[config.mk]
export PLATFORM = sky130hd
export DESIGN_NAME = crdt_mul
export DESIGN_NICKNAME = d
export VERILOG_FILES = /design/src/sv/crdt_mul.sv
export SDC_FILE = /design/constraint.sdc
export NUM_CORES = 2
export LEC_CHECK = 0
export BUFFER_PORTS_ARGS = -buffer_cell sky130_fd_sc_hd__buf_2
export CORE_ASPECT_RATIO = 1.75
export CORE_MARGIN = 5
export CORE_UTILIZATION = 30
export CTS_CLUSTER_DIAMETER = 150
export DETAILED_ROUTE_END_ITERATION = 6
export GPL_TIMING_DRIVEN = 0
export PLACE_DENSITY = 0.51
export SLEW_MARGIN = 20
export SYNTH_ARGS = -nofsm -noshare
export SYNTH_HDL_FRONTEND = slang
export SYNTH_SLANG_ARGS = --single-unit
[constraint.sdc]
create_clock -name aclk -period 14.5 [get_ports aclk]
set_clock_uncertainty 0.1 [all_clocks]
set_input_delay 2.9 -clock aclk [delete_from_list [all_inputs] [get_ports aclk]]
set_output_delay 2.9 -clock aclk [all_outputs]
set_load 0.05 [all_outputs]
[src/sv/crdt_mul.sv]
// Iterative unsigned multiplier shared by every product of the tracker.
// Takes eight multiplier bits a cycle and stops once the rest are zero.
// Depends on nothing.
`default_nettype none

module crdt_mul #(
    parameter int MW = 50
) (
    input  wire logic              aclk,
    input  wire logic              aresetn,
    input  wire logic              start,
    input  wire logic [MW-1:0]     op_a,
    input  wire logic [MW-1:0]     op_b,
    output logic                   done,
    output logic [2*MW-1:0]        prod
);

    localparam int PW = 2 * MW;

    logic [PW-1:0] a_sh_reg, a_sh_next;
    logic [MW-1:0] b_sh_reg, b_sh_next;
    logic [PW-1:0] acc_reg, acc_next;
    logic          busy_reg, busy_next;
    logic          done_reg, done_next;
    logic [PW-1:0] part;

    // partial product of one multiplier byte
    assign part = a_sh_reg * {{(PW-8){1'b0}}, b_sh_reg[7:0]};

    always_comb begin
        a_sh_next = a_sh_reg;
        b_sh_next = b_sh_reg;
        acc_next  = acc_reg;
        busy_next = busy_reg;
        done_next = 1'b0;
        if (start) begin
            a_sh_next = PW'(op_a);
            b_sh_next = op_b;
            acc_next  = '0;
            busy_next = 1'b1;
        end else if (busy_reg) begin
            acc_next  = acc_reg + part;
            a_sh_next = a_sh_reg << 8;
            b_sh_next = b_sh_reg >> 8;
            if ((b_sh_reg >> 8) == '0) begin
                busy_next = 1'b0;
                done_next = 1'b1;
            end
        end
    end

    always_ff @(posedge aclk) begin
        if (!aresetn) begin
            a_sh_reg <= '0;
            b_sh_reg <= '0;
            acc_reg  <= '0;
            busy_reg <= 1'b0;
            done_reg <= 1'b0;
        end else begin
            a_sh_reg <= a_sh_next;
            b_sh_reg <= b_sh_next;
            acc_reg  <= acc_next;
            busy_reg <= busy_next;
            done_reg <= done_next;
        end
    end

    assign done = done_reg;
    assign prod = acc_reg;

endmodule

`default_nettype wire

==> out/qor.yml <==
cts_tree: "built"
crit_fanout: 10
grt_pass1_vias: 33100
ant_nets: 0
yosysWarnings: 0
cts_buffer_depth: 3
hold_class: "reg2reg"
synthCells: 4273
synth_area_leaders: "fa_1, dfxtp_1, and2_1"
dr.pass1.iters: 7
cp-startpoint: "b_sh_reg[7]"
cap_viol_max_count: 0
dieHeight_um: 475
dp.cells: 6110
synth_edf_count: 0
grt_pass1_wl_um: 213000
drv_slew: 0
post_cts_resize_count: 0
setup-violations-final: 0
die_area_um2: 131000
netlist-cell-type-count: 77
p_leak_nw: 20.2
hp-start: "prod[74]"
final_cells: 6176
ios: 204
max_slew_margin_pct: 16.8
start_util_pct: 30.2
slowest_stage: "clkbuf_1"
die_w_um: 276
drtIter0Drc: 1687
wirelength_um: 144000
cts.sinks: 252
crit_path_end_kind: "flip-flop"
path_cells: "clkbuf_1, clkbuf_1, and2_1, fa_1, fa_1, fa_1, inv_1, fa_1, inv_1, ha_1, buf_2, nand4_1, nor4_1, nand3_1, and3_1, a211oi_2, o211ai_1, and2_4, o31ai_2, mux2_1, a211o_1"
min_period_ps: 8470
yosysSeqAreaShare_pct: 13.6
synth-async-reset-ratio_pct: 0
clk_latency_ps: 650
finish.net_count: 5383
syn_nets: 5147
drive_above_1_share_pct: 7.24
critPathMaxStageDelay_ps: 930
final_cell_mix: "inv_1, fa_1, and2_1, nand2_1, dfxtp_1"
finalSetupTns_ps: 0
cpMostUsedCell: "fa_1"
numCtsBuffers: 31
ys_seq_elements: 252
grt_antenna_before_repair: 12
critPathRequiredTime_ps: 14920
track_usage_pct: 21.9
final_area_um2: 41300
viasPerCell: 4.91
globalRoute.totalOverflow: 0
p_per_area_nw_per_um2: 66.1
area.growth.synth_to_final_pct: 11.5
yosysTopAreaCellShare_pct: 35.7
worst_pin_slew_ps: 1250
hpwl_um: 118000
gp_congestion: 0.935
cts_max_level: 1
cts.clk_slew.worst_paths_ps: 80
portBuffers: 202
final_util_pct: 33.7
yosysTopAreaCell: "fa_1"
postSynthAreaPerCell_um2: 8.68
drc: 0
ctsHoldBuffers: 0
r2r_start: "b_sh_reg[7]"
post_cts.repair.setup_buffers: 0
final_common_cell: "inv_1"
cp-start-kind: "flip-flop"
final_hold_viol_count: 0
fmax_mhz: 118
synth_ff_type: "dfxtp_1"
rsz0062_at_grt: "false"
timing.final.crit_share_pct: 58.4
clock-root-buffer: "clkbuf_16"
row_count: 170
place_area_um2: 40200
synth_area_um2: 37100
criticalPathCategory: "reg2reg"
status: "completed"
crit_arrival_ps: 8880
vias: 30300
core_area_um2: 123000
peakVddDrop_v: 0.0000853
grt_max_degree: 16
routedWlPerCell_um: 23.3
[through the flow]
step,hold slack [ps],power [W],setup slack (ps)
final,374,0.00273,6030
after detailed placement,364,0.00184,6150
after floorplan,360,0.00147,8650
after global placement,353,0.00185,5820
after global routing,384,0.00288,5940
after CTS,378,0.00276,6120
[cell families after synthesis]
group,Yosys count,synth area share [%]
AO/OA/AOI/OAI,535,10.1
XOR/XNOR,99,2.34
adder cells (fa/ha/maj),771,39.4
buffers and inverters,1080,11.0
flip-flops,252,13.6
multiplexers,182,4.92
AND/OR/NAND/NOR,1354,18.6
[cell type report]
class,count,area (um2)
clock buffer,39,876
antenna,9,22.5
tap,1634,2040
multi-input combinational,2941,28000
timing repair buffer,203,1030
buffer,292,1140
inverter,788,2960
fill,13100,81400
clock inverter,18,259
sequential,252,5040
[power breakdown]
group / switching, W / internal (W)
Sequential: 0.0000296 / 0.000723
Clock: 0.000368 / 0.000532
Combinational: 0.000725 / 0.000355
[worst max-delay path: cells and delay by family, from the launching register on]
family                   cells  cell delay, ps
buffers and inverters        5            2130
multiplexers                 1             370
flip-flops                   1             450
AO/OA/AOI/OAI                4            1560
AND/OR/NAND/NOR              6            1530
adder cells (fa/ha/maj)      5            2170
[metal layers]
metal / global-route usage [%] / vias up / routed length [um]
met5: 0 / - / 0
met4: 11.3 / 0 / 9020
met3: 2.47 / 331 / 6440
met2: 41.3 / 906 / 76500
met1: 23.8 / 15500 / 51700
li1: - / 13600 / -
[Yosys cell counts, types with 20 or more instances]
library cell,count
inv_1,787
fa_1,662
and2_1,547
nand2_1,450
clkbuf_1,255
dfxtp_1,252
mux2i_1,181
nor2_1,177
a21oi_1,150
ha_1,109
o211a_1,86
o21ai_0,85
xnor2_1,68
nand4_1,39
a21o_1,32
nand3_1,31
o21bai_1,31
xor2_1,31
o21ai_1,27
buf_1,23
nor2b_1,23
o21a_1,20
[final timing paths]
check / to / slack, ps / cells past startpoint
setup / recovery: prod[98] / 6030 / 21
setup reg to reg: prod[98] / 6030 / 21
hold reg to reg: prod[74] / 370 / 2
hold / removal: prod[74] / 370 / 2
Note: power is estimated with default switching activity, not from simulation.
