## config.mk

```make
export PLATFORM = sky130hd
export DESIGN_NAME = crdt_regs
export DESIGN_NICKNAME = d
export VERILOG_FILES = /design/src/sv/crdt_pkg.sv /design/src/sv/crdt_regs.sv
export SDC_FILE = /design/constraint.sdc
export NUM_CORES = 1
export LEC_CHECK = 0
export BUFFER_PORTS_ARGS = -buffer_cell sky130_fd_sc_hd__clkbuf_2
export CAP_MARGIN = 5
export CORE_MARGIN = 2
export CORE_UTILIZATION = 40
export CTS_CLUSTER_SIZE = 8
export DETAILED_ROUTE_END_ITERATION = 7
export MAX_ROUTING_LAYER = met4
export PLACE_DENSITY = 0.8
export SLEW_MARGIN = 20
export SYNTH_ARGS = -nofsm -noshare
export SYNTH_HDL_FRONTEND = slang
export SYNTH_SLANG_ARGS = --single-unit
```

## constraint.sdc

```tcl
create_clock -name aclk -period 2.9 [get_ports aclk]
set_input_delay 0.87 -clock aclk [delete_from_list [all_inputs] [get_ports aclk]]
set_output_delay 0.87 -clock aclk [all_outputs]
set_load 0.01 [all_outputs]
```

## src/sv/crdt_pkg.sv

```systemverilog
// Shared constants of the circle revisit dwell tracker.
// Holds the register-port sizes, register indexes and the dwell width.
// No dependencies.
`default_nettype none

package crdt_pkg;

    // register port
    localparam int APB_DATA_W = 64;
    localparam int APB_ADDR_W = 5;

    // register indexes (byte address / 8)
    localparam logic [1:0] REG_CENTER_X  = 2'd0;
    localparam logic [1:0] REG_CENTER_Y  = 2'd1;
    localparam logic [1:0] REG_RADIUS    = 2'd2;
    localparam logic [1:0] REG_MERGE_GAP = 2'd3;

    // dwell accumulator width
    localparam int DWELL_WIDTH = 48;

endpackage

`default_nettype wire

```

## src/sv/crdt_regs.sv

```systemverilog
// Configuration registers of the tracker behind an APB-style port.
// Uses crdt_pkg for port sizes and register indexes.
`default_nettype none

module crdt_regs #(
    parameter int COORD_WIDTH = 32,
    parameter int TIME_WIDTH  = 40
) (
    input  wire logic                            aclk,
    input  wire logic                            aresetn,
    input  wire logic                            psel,
    input  wire logic                            penable,
    input  wire logic                            pwrite,
    input  wire logic [crdt_pkg::APB_ADDR_W-1:0] paddr,
    input  wire logic [crdt_pkg::APB_DATA_W-1:0] pwdata,
    output logic      [crdt_pkg::APB_DATA_W-1:0] prdata,
    output logic                                 pready,
    output logic signed [COORD_WIDTH-1:0]        center_x,
    output logic signed [COORD_WIDTH-1:0]        center_y,
    output logic      [COORD_WIDTH-2:0]          radius,
    output logic      [TIME_WIDTH-1:0]           merge_gap
);

    logic signed [COORD_WIDTH-1:0] cx_reg, cy_reg;
    logic [COORD_WIDTH-2:0]        rad_reg;
    logic [TIME_WIDTH-1:0]         gap_reg;
    logic                          wr;
    logic [1:0]                    idx;

    assign wr  = psel & penable & pwrite;
    assign idx = paddr[4:3];

    // register writes
    always_ff @(posedge aclk) begin
        if (!aresetn) begin
            cx_reg  <= '0;
            cy_reg  <= '0;
            rad_reg <= '0;
            gap_reg <= '0;
        end else if (wr) begin
            unique case (idx)
                crdt_pkg::REG_CENTER_X:  cx_reg  <= pwdata[COORD_WIDTH-1:0];
                crdt_pkg::REG_CENTER_Y:  cy_reg  <= pwdata[COORD_WIDTH-1:0];
                crdt_pkg::REG_RADIUS:    rad_reg <= pwdata[COORD_WIDTH-2:0];
                crdt_pkg::REG_MERGE_GAP: gap_reg <= pwdata[TIME_WIDTH-1:0];
                default: ;
            endcase
        end
    end

    // read-back
    always_comb begin
        unique case (idx)
            crdt_pkg::REG_CENTER_X:  prdata = crdt_pkg::APB_DATA_W'(unsigned'(cx_reg));
            crdt_pkg::REG_CENTER_Y:  prdata = crdt_pkg::APB_DATA_W'(unsigned'(cy_reg));
            crdt_pkg::REG_RADIUS:    prdata = crdt_pkg::APB_DATA_W'(rad_reg);
            crdt_pkg::REG_MERGE_GAP: prdata = crdt_pkg::APB_DATA_W'(gap_reg);
            default:                 prdata = '0;
        endcase
    end

    assign pready    = 1'b1;
    assign center_x  = cx_reg;
    assign center_y  = cy_reg;
    assign radius    = rad_reg;
    assign merge_gap = gap_reg;

endmodule

`default_nettype wire
```

==> results of run 1 <==
layout make-up:
class	instances	area [sq um]	area share [%]
sequential	135	2700	34.8
timing repair buffer	239	1360	17.4
tap	184	230	2.96
multi-input combinational	383	2940	37.8
clock buffer	25	475	6.12
clock inverter	7	71.3	0.917
per-stage QoR:
step	hold WS, ns	utilization, %	instances
final	0.469	53.5	973
after global routing	0.483	53.5	973
after CTS	0.470	53.5	973
after detailed placement	0.461	49.7	941
after global placement	0.453	49.7	941
after floorplan	0.487	-	586
worst min-delay path by stage:
stage / slack [ns] / cells after the start / from / endpoint
3_5_place_dp: 0.46 / 2 / radius[11] / radius[11]
6_report: 0.47 / 2 / merge_gap[35] / merge_gap[35]
3_3_place_gp: 0.45 / 2 / merge_gap[17] / merge_gap[17]
5_1_grt: 0.48 / 2 / radius[20] / radius[20]
2_1_floorplan: 0.49 / 2 / merge_gap[32] / merge_gap[32]
4_1_cts: 0.47 / 2 / radius[11] / radius[11]
cells by family after synthesis:
kind of cell,synth area share (%)
compound gates,0.0840
buf+inv,7.02
flops,45.4
mux,34.6
other cells,0.126
simple gates,12.8
worst max-delay path, stage by stage:
cell      delay (ns)
clkbuf_2        0.16
buf_12          0.21
mux4_2          0.52
clkbuf_2        0.14
power by group through the flow:
| stage | registers [W] | logic, W | clock network [W] |
|---|---|---|---|
| floorplan | 0.00195 | 0.000197 | 0 |
| global placement | 0.00194 | 0.000299 | 0 |
| detailed placement | 0.00194 | 0.000302 | 0 |
| CTS | 0.00190 | 0.000303 | 0.00202 |
| global route | 0.00190 | 0.000327 | 0.00212 |
| finish | 0.00190 | 0.000300 | 0.00198 |
per-layer routing:
metal  up-vias  part of all wire [%]  global-route usage [%]
li1       2297                     -                       -
met1      2328                    44                    23.8
met2       176                    50                    32.0
met3        17                   5.0                    5.10
met4         0                   1.2                    6.72
met5         -                     0                       -
flip-flops by register name, indices dropped and copies added, names as in the netlist:
| register | cells |
|---|---|
| center_x | 32 |
| merge_gap | 40 |
| center_y | 32 |
| radius | 31 |
cells in the final DEF (no fill, tap or decap), types with 2 or more instances in the layout:
| master | count |
|---|---|
| conb_1 | 25 |
| mux2i_1 | 136 |
| clkbuf_1 | 6 |
| clkbuf_2 | 220 |
| dfxtp_1 | 135 |
| and3_1 | 8 |
| clkinvlp_4 | 3 |
| clkbuf_16 | 17 |
| clkinv_2 | 2 |
| clkbuf_8 | 2 |
| mux4_2 | 31 |
| buf_12 | 9 |
| nand2_1 | 176 |
| buf_4 | 10 |
==> results.json, run 1 <==
{
  "routed_wl_um": 15100,
  "drv_cap": 0,
  "worstSkewPairLatency_ns": 0.40,
  "async_reset_ff_share_pct": 0,
  "power_frac_seq_pct": 45.5,
  "routedWlPerCell_um": 15.6,
  "cts_tree": "done",
  "crit_start": "paddr[3]",
  "timing.rr.start": "center_y[21]",
  "cp_max_fo": 21,
  "postCtsSetupBuffers": 0,
  "cts_buffers": 17,
  "vias_per_cell": 4.95,
  "synth-edff-count": 0,
  "start_util_pct": 41.0,
  "fp.coreArea_sq_mm": 0.0145,
  "drt_first_iter_violations": 198,
  "p_sw_share_pct": 22.8,
  "final_area_sq_mm": 0.00777,
  "place_congestion": 0.784,
  "crit_path_end": "prdata[1]",
  "placed_area_sq_mm": 0.00723,
  "r2r_end": "center_y[21]",
  "cts_hold_buf": 0,
  "r2r_slack_ns": 2.20,
  "drt_first_pass_iters": 4,
  "cts_max_level": 4,
  "drive_gt1_share_pct": 38.1,
  "slew_violations": 0,
  "skew_ns": 0,
  "rsz0062_at_grt": "no",
  "synth_ff_type": "dfxtp_1",
  "netlist_area_sq_mm": 0.00595,
  "synth_top_cell_by_area": "dfxtp_1",
  "clock.fmax_mhz": 359,
  "antenna_found_initial": 0,
  "pwr-share-clk_pct": 47.4,
  "num_vias": 4818,
  "synth_cells": 563,
  "num_antenna_cells": 0,
  "p_int_w": 0.00323,
  "grt_overflow_total": 0,
  "grt_pass1_vias": 4659,
  "rows": 44,
  "pre_cts_slack_ns": 0.111,
  "synth_top_cell_area_share_pct": 45.4,
  "end_kind": "output pin",
  "nFillCells": 1319,
  "cts_root_buffer": "clkbuf_16",
  "hold_class": "flop to flop",
  "cts_sinks": 135,
  "status": "complete, no violations",
  "combPwrFrac_pct": 7.2,
  "synth_seq_area_share_pct": 45.4,
  "antenna_left": 0,
  "cts_resized": 0,
  "ios": 274,
  "dpl.hpwl_um": 10600,
  "netlist-cell-type-count": 18,
  "synth_top_cells_by_count": "nand2_1, mux2i_1, dfxtp_1, buf_4, mux4_2",
  "syn_area_per_cell_sq_um": 10.6,
  "totalPowerFinal_w": 0.00418,
  "ys_ff_latch": 135,
  "required_ns": 2.03,
  "finalSetupTns_ns": 0,
  "vdd.ir_drop.worst_v": 0.000352,
  "setup_viol": 0,
  "worst-setup-path-type": "input port to output pin",
  "yosysMostFrequentCell": "nand2_1",
  "portBuffers": 221,
  "syn2layout_area_growth_pct": 30.6,
  "grt_start_max_net_pins": 58,
  "yosys_warnings": 0,
  "powerDensity_mw_per_mm2": 537,
  "clockBufferDepth": 2,
  "layout_setup_ws_ns": 0.114,
  "grt_pass1_wl_um": 24200,
  "route.detailed.drc": 0,
  "grtUsageTotal_pct": 19.7,
  "leakage_nw": 3.56,
  "reg2reg_depth": 2,
  "crit_arrival_ns": 1.92,
  "die-area_sq_mm": 0.0159,
  "die_x_um": 126,
  "period_share_pct": 96.1,
  "min_period_ns": 2.79,
  "p_sw_w": 0.000953,
  "cp-start-kind": "input port",
  "clk_transition_reported_paths_ns": 0.05,
  "hold_viol": 0,
  "synth_area_leaders": "dfxtp_1, mux2i_1, mux4_2, nand2_1, buf_4",
  "nets": 850,
  "die_h_um": 126
}
No activity file was read; power rests on OpenSTA's default activity.
==> run 2: changes to the inputs <==
- CTS_BUF_LIST: default -> sky130_fd_sc_hd__clkbuf_8 sky130_fd_sc_hd__clkbuf_16
==> results.json, run 2 (synthesis gave the netlist of run 1 again) <==
{
  "fp.coreArea_sq_mm": 0.0145,
  "min_from": "merge_gap[35]",
  "final_area_sq_mm": 0.00777,
  "layout_commonest_cell": "clkbuf_2",
  "cts_resized": 0,
  "clock.fmax_mhz": 359,
  "setup_viol": 0,
  "post-route-util_pct": 53.5,
  "ios": 274,
  "layout_common_cells": "clkbuf_2, nand2_1, mux2i_1",
  "cts_hold_buf": 0,
  "cts_sinks": 135,
  "cp_max_fo": 13,
  "routed_wl_um": 15100,
  "status": "complete, no violations",
  "portBuffers": 221,
  "vias_per_cell": 4.92,
  "dpl.cell_count": 941,
  "die-area_sq_mm": 0.0159,
  "drt_first_pass_iters": 4,
  "dpl.hpwl_um": 10600,
  "syn2layout_area_growth_pct": 30.6,
  "crit_start": "paddr[3]",
  "slowest_stage": "mux4_2",
  "grt_start_max_net_pins": 58,
  "clk_transition_reported_paths_ns": 0.05,
  "place_congestion": 0.784,
  "rsz0062_at_grt": "no",
  "cts_max_level": 4,
  "skew_ns": 0,
  "rows": 44,
  "timing.rr.start": "center_y[21]",
  "placed_area_sq_mm": 0.00723,
  "crit_path_cell_trace": "clkbuf_2, buf_12, mux4_2, clkbuf_2",
  "grt_pass1_vias": 4659,
  "crit_arrival_ns": 1.92,
  "postCtsSetupBuffers": 0,
  "worstSkewPairLatency_ns": 0.40,
  "leakage_nw": 3.58,
  "hold_viol": 0,
  "holdWs_ns": 0.469,
  "routedWlPerCell_um": 15.5,
  "worst-setup-path-type": "input port to output pin",
  "cts_buffers": 17,
  "num_vias": 4785,
  "cp_slowest_stage_delay_ns": 0.53,
  "fin_cells": 973,
  "die_h_um": 126,
  "route.detailed.drc": 0,
  "cp-start-kind": "input port",
  "clockBufferDepth": 2,
  "start_util_pct": 41.0,
  "drt_first_iter_violations": 202,
  "cts_tree": "done",
  "cts_root_buffer": "clkbuf_16",
  "grt_overflow_total": 0,
  "die_x_um": 126,
  "critPathMostFrequentCell": "clkbuf_2",
  "end_kind": "output pin",
  "num_antenna_cells": 0,
  "finalSetupTns_ns": 0,
  "required_ns": 2.03,
  "antenna_left": 0,
  "largest_reg_flops": 40,
  "antenna_found_initial": 0,
  "period_share_pct": 96.2,
  "nets": 850,
  "slew_violations": 0,
  "drive_gt1_share_pct": 38.1,
  "grtUsageTotal_pct": 19.7,
  "drv_cap": 0,
  "min_period_ns": 2.79,
  "vdd.ir_drop.worst_v": 0.000348,
  "grt_pass1_wl_um": 24200,
  "powerDensity_mw_per_mm2": 534,
  "hold_class": "flop to flop"
}
==> run 2: power breakdown <==
part           switching [W]  internal, W
Clock               0.000752      0.00120
Sequential         0.0000196      0.00188
Combinational       0.000177     0.000123
==> run 2: metal layers <==
layer  track usage (%)  up-vias  wire [um]
met2              32.0      162       7540
met4              6.72        0        130
met3              5.10       13        704
met5                 -        -          0
met1              23.8     2309       6700
li1                  -     2301          -
==> run 2: final cells by class <==
cell class / count / area, sq um
Sequential cell: 135 / 2700
Clock buffer: 19 / 453
Clock inverter: 13 / 93.8
Timing Repair Buffer: 239 / 1360
Tap cell: 184 / 230
Multi-Input combinational cell: 383 / 2940
Fill cell: 1319 / 6760
==> run 2: stage by stage <==
stage	setup slack, ns	power (W)
2_1_floorplan	0.142	0.00214
3_3_place_gp	0.109	0.00224
3_5_place_dp	0.111	0.00224
4_1_cts	0.108	0.00420
5_1_grt	0.0708	0.00433
6_report	0.111	0.00415
==> run 2: final timing paths <==
check / endpoint / slack (ns) / cells after the start
max reg2reg: center_y[21] / 2.20 / 2
min reg2reg: merge_gap[35] / 0.47 / 2
max: prdata[17] / 0.11 / 4
min: merge_gap[35] / 0.47 / 2
==> run 2: worst max-delay path: cells and delay by family <==
family	cells	cell delay [ns]
buf+inv	3	0.51
mux	1	0.53
==> run 3: changes to the inputs <==
- ABC_AREA: default -> 1
- BUFFER_PORTS_ARGS: -buffer_cell sky130_fd_sc_hd__clkbuf_2 -> default
- DONT_BUFFER_PORTS: default -> 1
- HOLD_SLACK_MARGIN: default -> 0.12
- PLACE_DENSITY: 0.8 -> 0.64
==> results.json, run 3 <==
{
  "nFillCells": 1681,
  "final-seq-area_sq_mm": 0.00270,
  "layout_setup_ws_ns": 0.418,
  "slowest_stage": "buf_12",
  "num_vias": 5978,
  "cts_buffers": 17,
  "cp_slowest_stage_delay_ns": 0.24,
  "fin_cells": 1198,
  "ys_ff_latch": 135,
  "cts_resized": 0,
  "grtUsageTotal_pct": 21.7,
  "combPwrFrac_pct": 6.9,
  "slew_violations": 0,
  "r2r_slack_ns": 2.19,
  "cts_sinks": 135,
  "cts_hold_buf": 0,
  "routedWlPerCell_um": 15.5,
  "dpl.cell_count": 1166,
  "cp_max_fo": 42,
  "clk_transition_reported_paths_ns": 0.06,
  "skew_ns": 0,
  "synth-edff-count": 0,
  "clock.fmax_mhz": 403,
  "r2r_end": "center_y[2]",
  "grt_overflow_total": 0,
  "period_share_pct": 85.6,
  "grt_pass1_wl_um": 29400,
  "ios": 274,
  "syn2layout_area_growth_pct": 10.9,
  "route.detailed.drc": 0,
  "grt_pass1_vias": 5367,
  "finalSetupTns_ns": 0,
  "vdd.ir_drop.worst_v": 0.000385,
  "clockBufferDepth": 2,
  "crit_arrival_ns": 1.61,
  "start_util_pct": 40.8,
  "postCtsSetupBuffers": 0,
  "pwr-share-clk_pct": 51.1,
  "layout_commonest_cell": "nor2_1",
  "drv_cap": 0,
  "required_ns": 2.03,
  "rows": 46,
  "num_antenna_cells": 0,
  "hold_path_end": "radius[7]",
  "rsz0062_at_grt": "no",
  "async_reset_ff_share_pct": 0,
  "tightest_slew_ns": 0.641,
  "min_from": "radius[7]",
  "synth_ff_type": "dfxtp_1",
  "p_int_w": 0.00358,
  "netlist_area_sq_mm": 0.00648,
  "end_kind": "output pin",
  "antenna_left": 0,
  "syn_area_per_cell_sq_um": 6.46,
  "synth_area_leaders": "dfxtp_1, nor2_1, nand2_1, nand3_1, buf_4",
  "hold_class": "flop to flop",
  "die_h_um": 131,
  "hold_viol": 0,
  "synth_top_cells_by_count": "nor2_1, nand2_1, nand3_1, dfxtp_1, inv_1",
  "portBuffers": 0,
  "drive_gt1_share_pct": 5.91,
  "reg2reg_depth": 2,
  "drt_first_iter_violations": 347,
  "worst-setup-path-type": "input port to output pin",
  "routed_wl_um": 18600,
  "drt_first_pass_iters": 5,
  "leakage_nw": 3.01,
  "dpl.hpwl_um": 11500,
  "yosysMostFrequentCell": "nor2_1",
  "vias_per_cell": 4.99,
  "totalPowerFinal_w": 0.00466,
  "place_congestion": 0.760,
  "layout_common_cells": "nor2_1, nand2_1, nand3_1",
  "p_sw_w": 0.00108,
  "antenna_found_initial": 0,
  "pre_cts_slack_ns": 0.420,
  "timing.rr.start": "center_y[2]",
  "multi_input_area_sq_mm": 0.00312,
  "status": "complete, no violations",
  "fp.coreArea_sq_mm": 0.0159,
  "path_delay_family": "simple AND/OR/NAND/NOR gates",
  "yosys_warnings": 0,
  "die_x_um": 131,
  "powerDensity_mw_per_mm2": 648,
  "min_period_ns": 2.48,
  "largest_reg_flops": 40,
  "cts_tree": "done",
  "synth_seq_area_share_pct": 41.7,
  "setup_viol": 0,
  "cts_root_buffer": "clkbuf_16",
  "worstSkewPairLatency_ns": 0.41,
  "critPathBufInv": 2,
  "holdPathStages": 2,
  "synth_top_cell_area_share_pct": 41.7,
  "synth_top_cell_by_area": "dfxtp_1",
  "power_frac_seq_pct": 42.0,
  "p_sw_share_pct": 23.2,
  "cp-start-kind": "input port",
  "grt_start_max_net_pins": 136,
  "crit_path_cell_trace": "nand2_4, inv_2, buf_12, nand2_1, nand4_1",
  "cts_max_level": 4,
  "synth_cells": 1004,
  "max_slew_margin_pct": 57.2,
  "die-area_sq_mm": 0.0172,
  "nets": 1043,
  "netlist-cell-type-count": 18
}
==> run 3: changes by cell type in the layout (fill, tap and decap cells not counted), sizes merged, moves of 49 or more <==
cell	delta
clkbuf	-219
inv	+49
mux2i	-136
nor2	+285
nand3	+135
nand2	+91
==> run 3: cells by family (layout without fill, tap and decap cells) <==
| family | Yosys count | in the layout | share of synthesized area, % |
|---|---|---|---|
| simple gates | 721 | 721 | 46.3 |
| other cells | 2 | 25 | 0.116 |
| buf+inv | 146 | 101 | 11.9 |
| flops | 135 | 135 | 41.7 |
==> run 3: how the worst max path moves through the flow <==
stage                   from    endpoint  slack [ns]  depth (start not counted)
finish              paddr[3]  prdata[16]        0.42                          5
global route        paddr[4]   prdata[3]        0.35                          5
CTS                 paddr[3]  prdata[16]        0.42                          5
detailed placement  paddr[3]  prdata[16]        0.42                          5
global placement    paddr[3]  prdata[16]        0.43                          5
floorplan           paddr[4]  prdata[18]        0.42                          6
==> run 3: final cells by class <==
type / count / share of cell area, %
multi-input combinational: 746 / 43.3
sequential: 135 / 37.6
clock buffer: 20 / 6.49
tap: 216 / 3.76
timing repair buffer: 17 / 3.51
inverter: 52 / 2.77
clock inverter: 12 / 2.54
==> run 3: power by group through the flow <==
stage	combinational [W]	sequential [W]	clock [W]
after CTS	0.000324	0.00196	0.00242
after floorplan	0.000302	0.00198	0
after global placement	0.000319	0.00200	0
final	0.000322	0.00196	0.00238
after global routing	0.000361	0.00196	0.00251
after detailed placement	0.000323	0.00200	0
==> run 3: per-stage QoR <==
stage	hold WS [ns]	instance area [sq um]	utilization, %
CTS	0.542	7190	45.3
global placement	0.530	6540	41.2
detailed placement	0.534	6540	41.2
floorplan	0.519	6570	-
global route	0.558	7190	45.3
finish	0.539	7190	45.3
==> run 3: worst min-delay path: stages, from the launching register on <==
cell     delay, ns
dfxtp_1       0.34
nor2_1        0.11
nor2_1        0.05
==> run 3: routing by layer <==
| layer | part of all wire [%] | up-vias | track usage [%] |
|---|---|---|---|
| li1 | - | 2995 | - |
| met1 | 44 | 2742 | 26.4 |
| met2 | 47 | 229 | 34.3 |
| met3 | 8.5 | 12 | 7.29 |
| met4 | 0.73 | 0 | 6.70 |
| met5 | 0 | - | - |
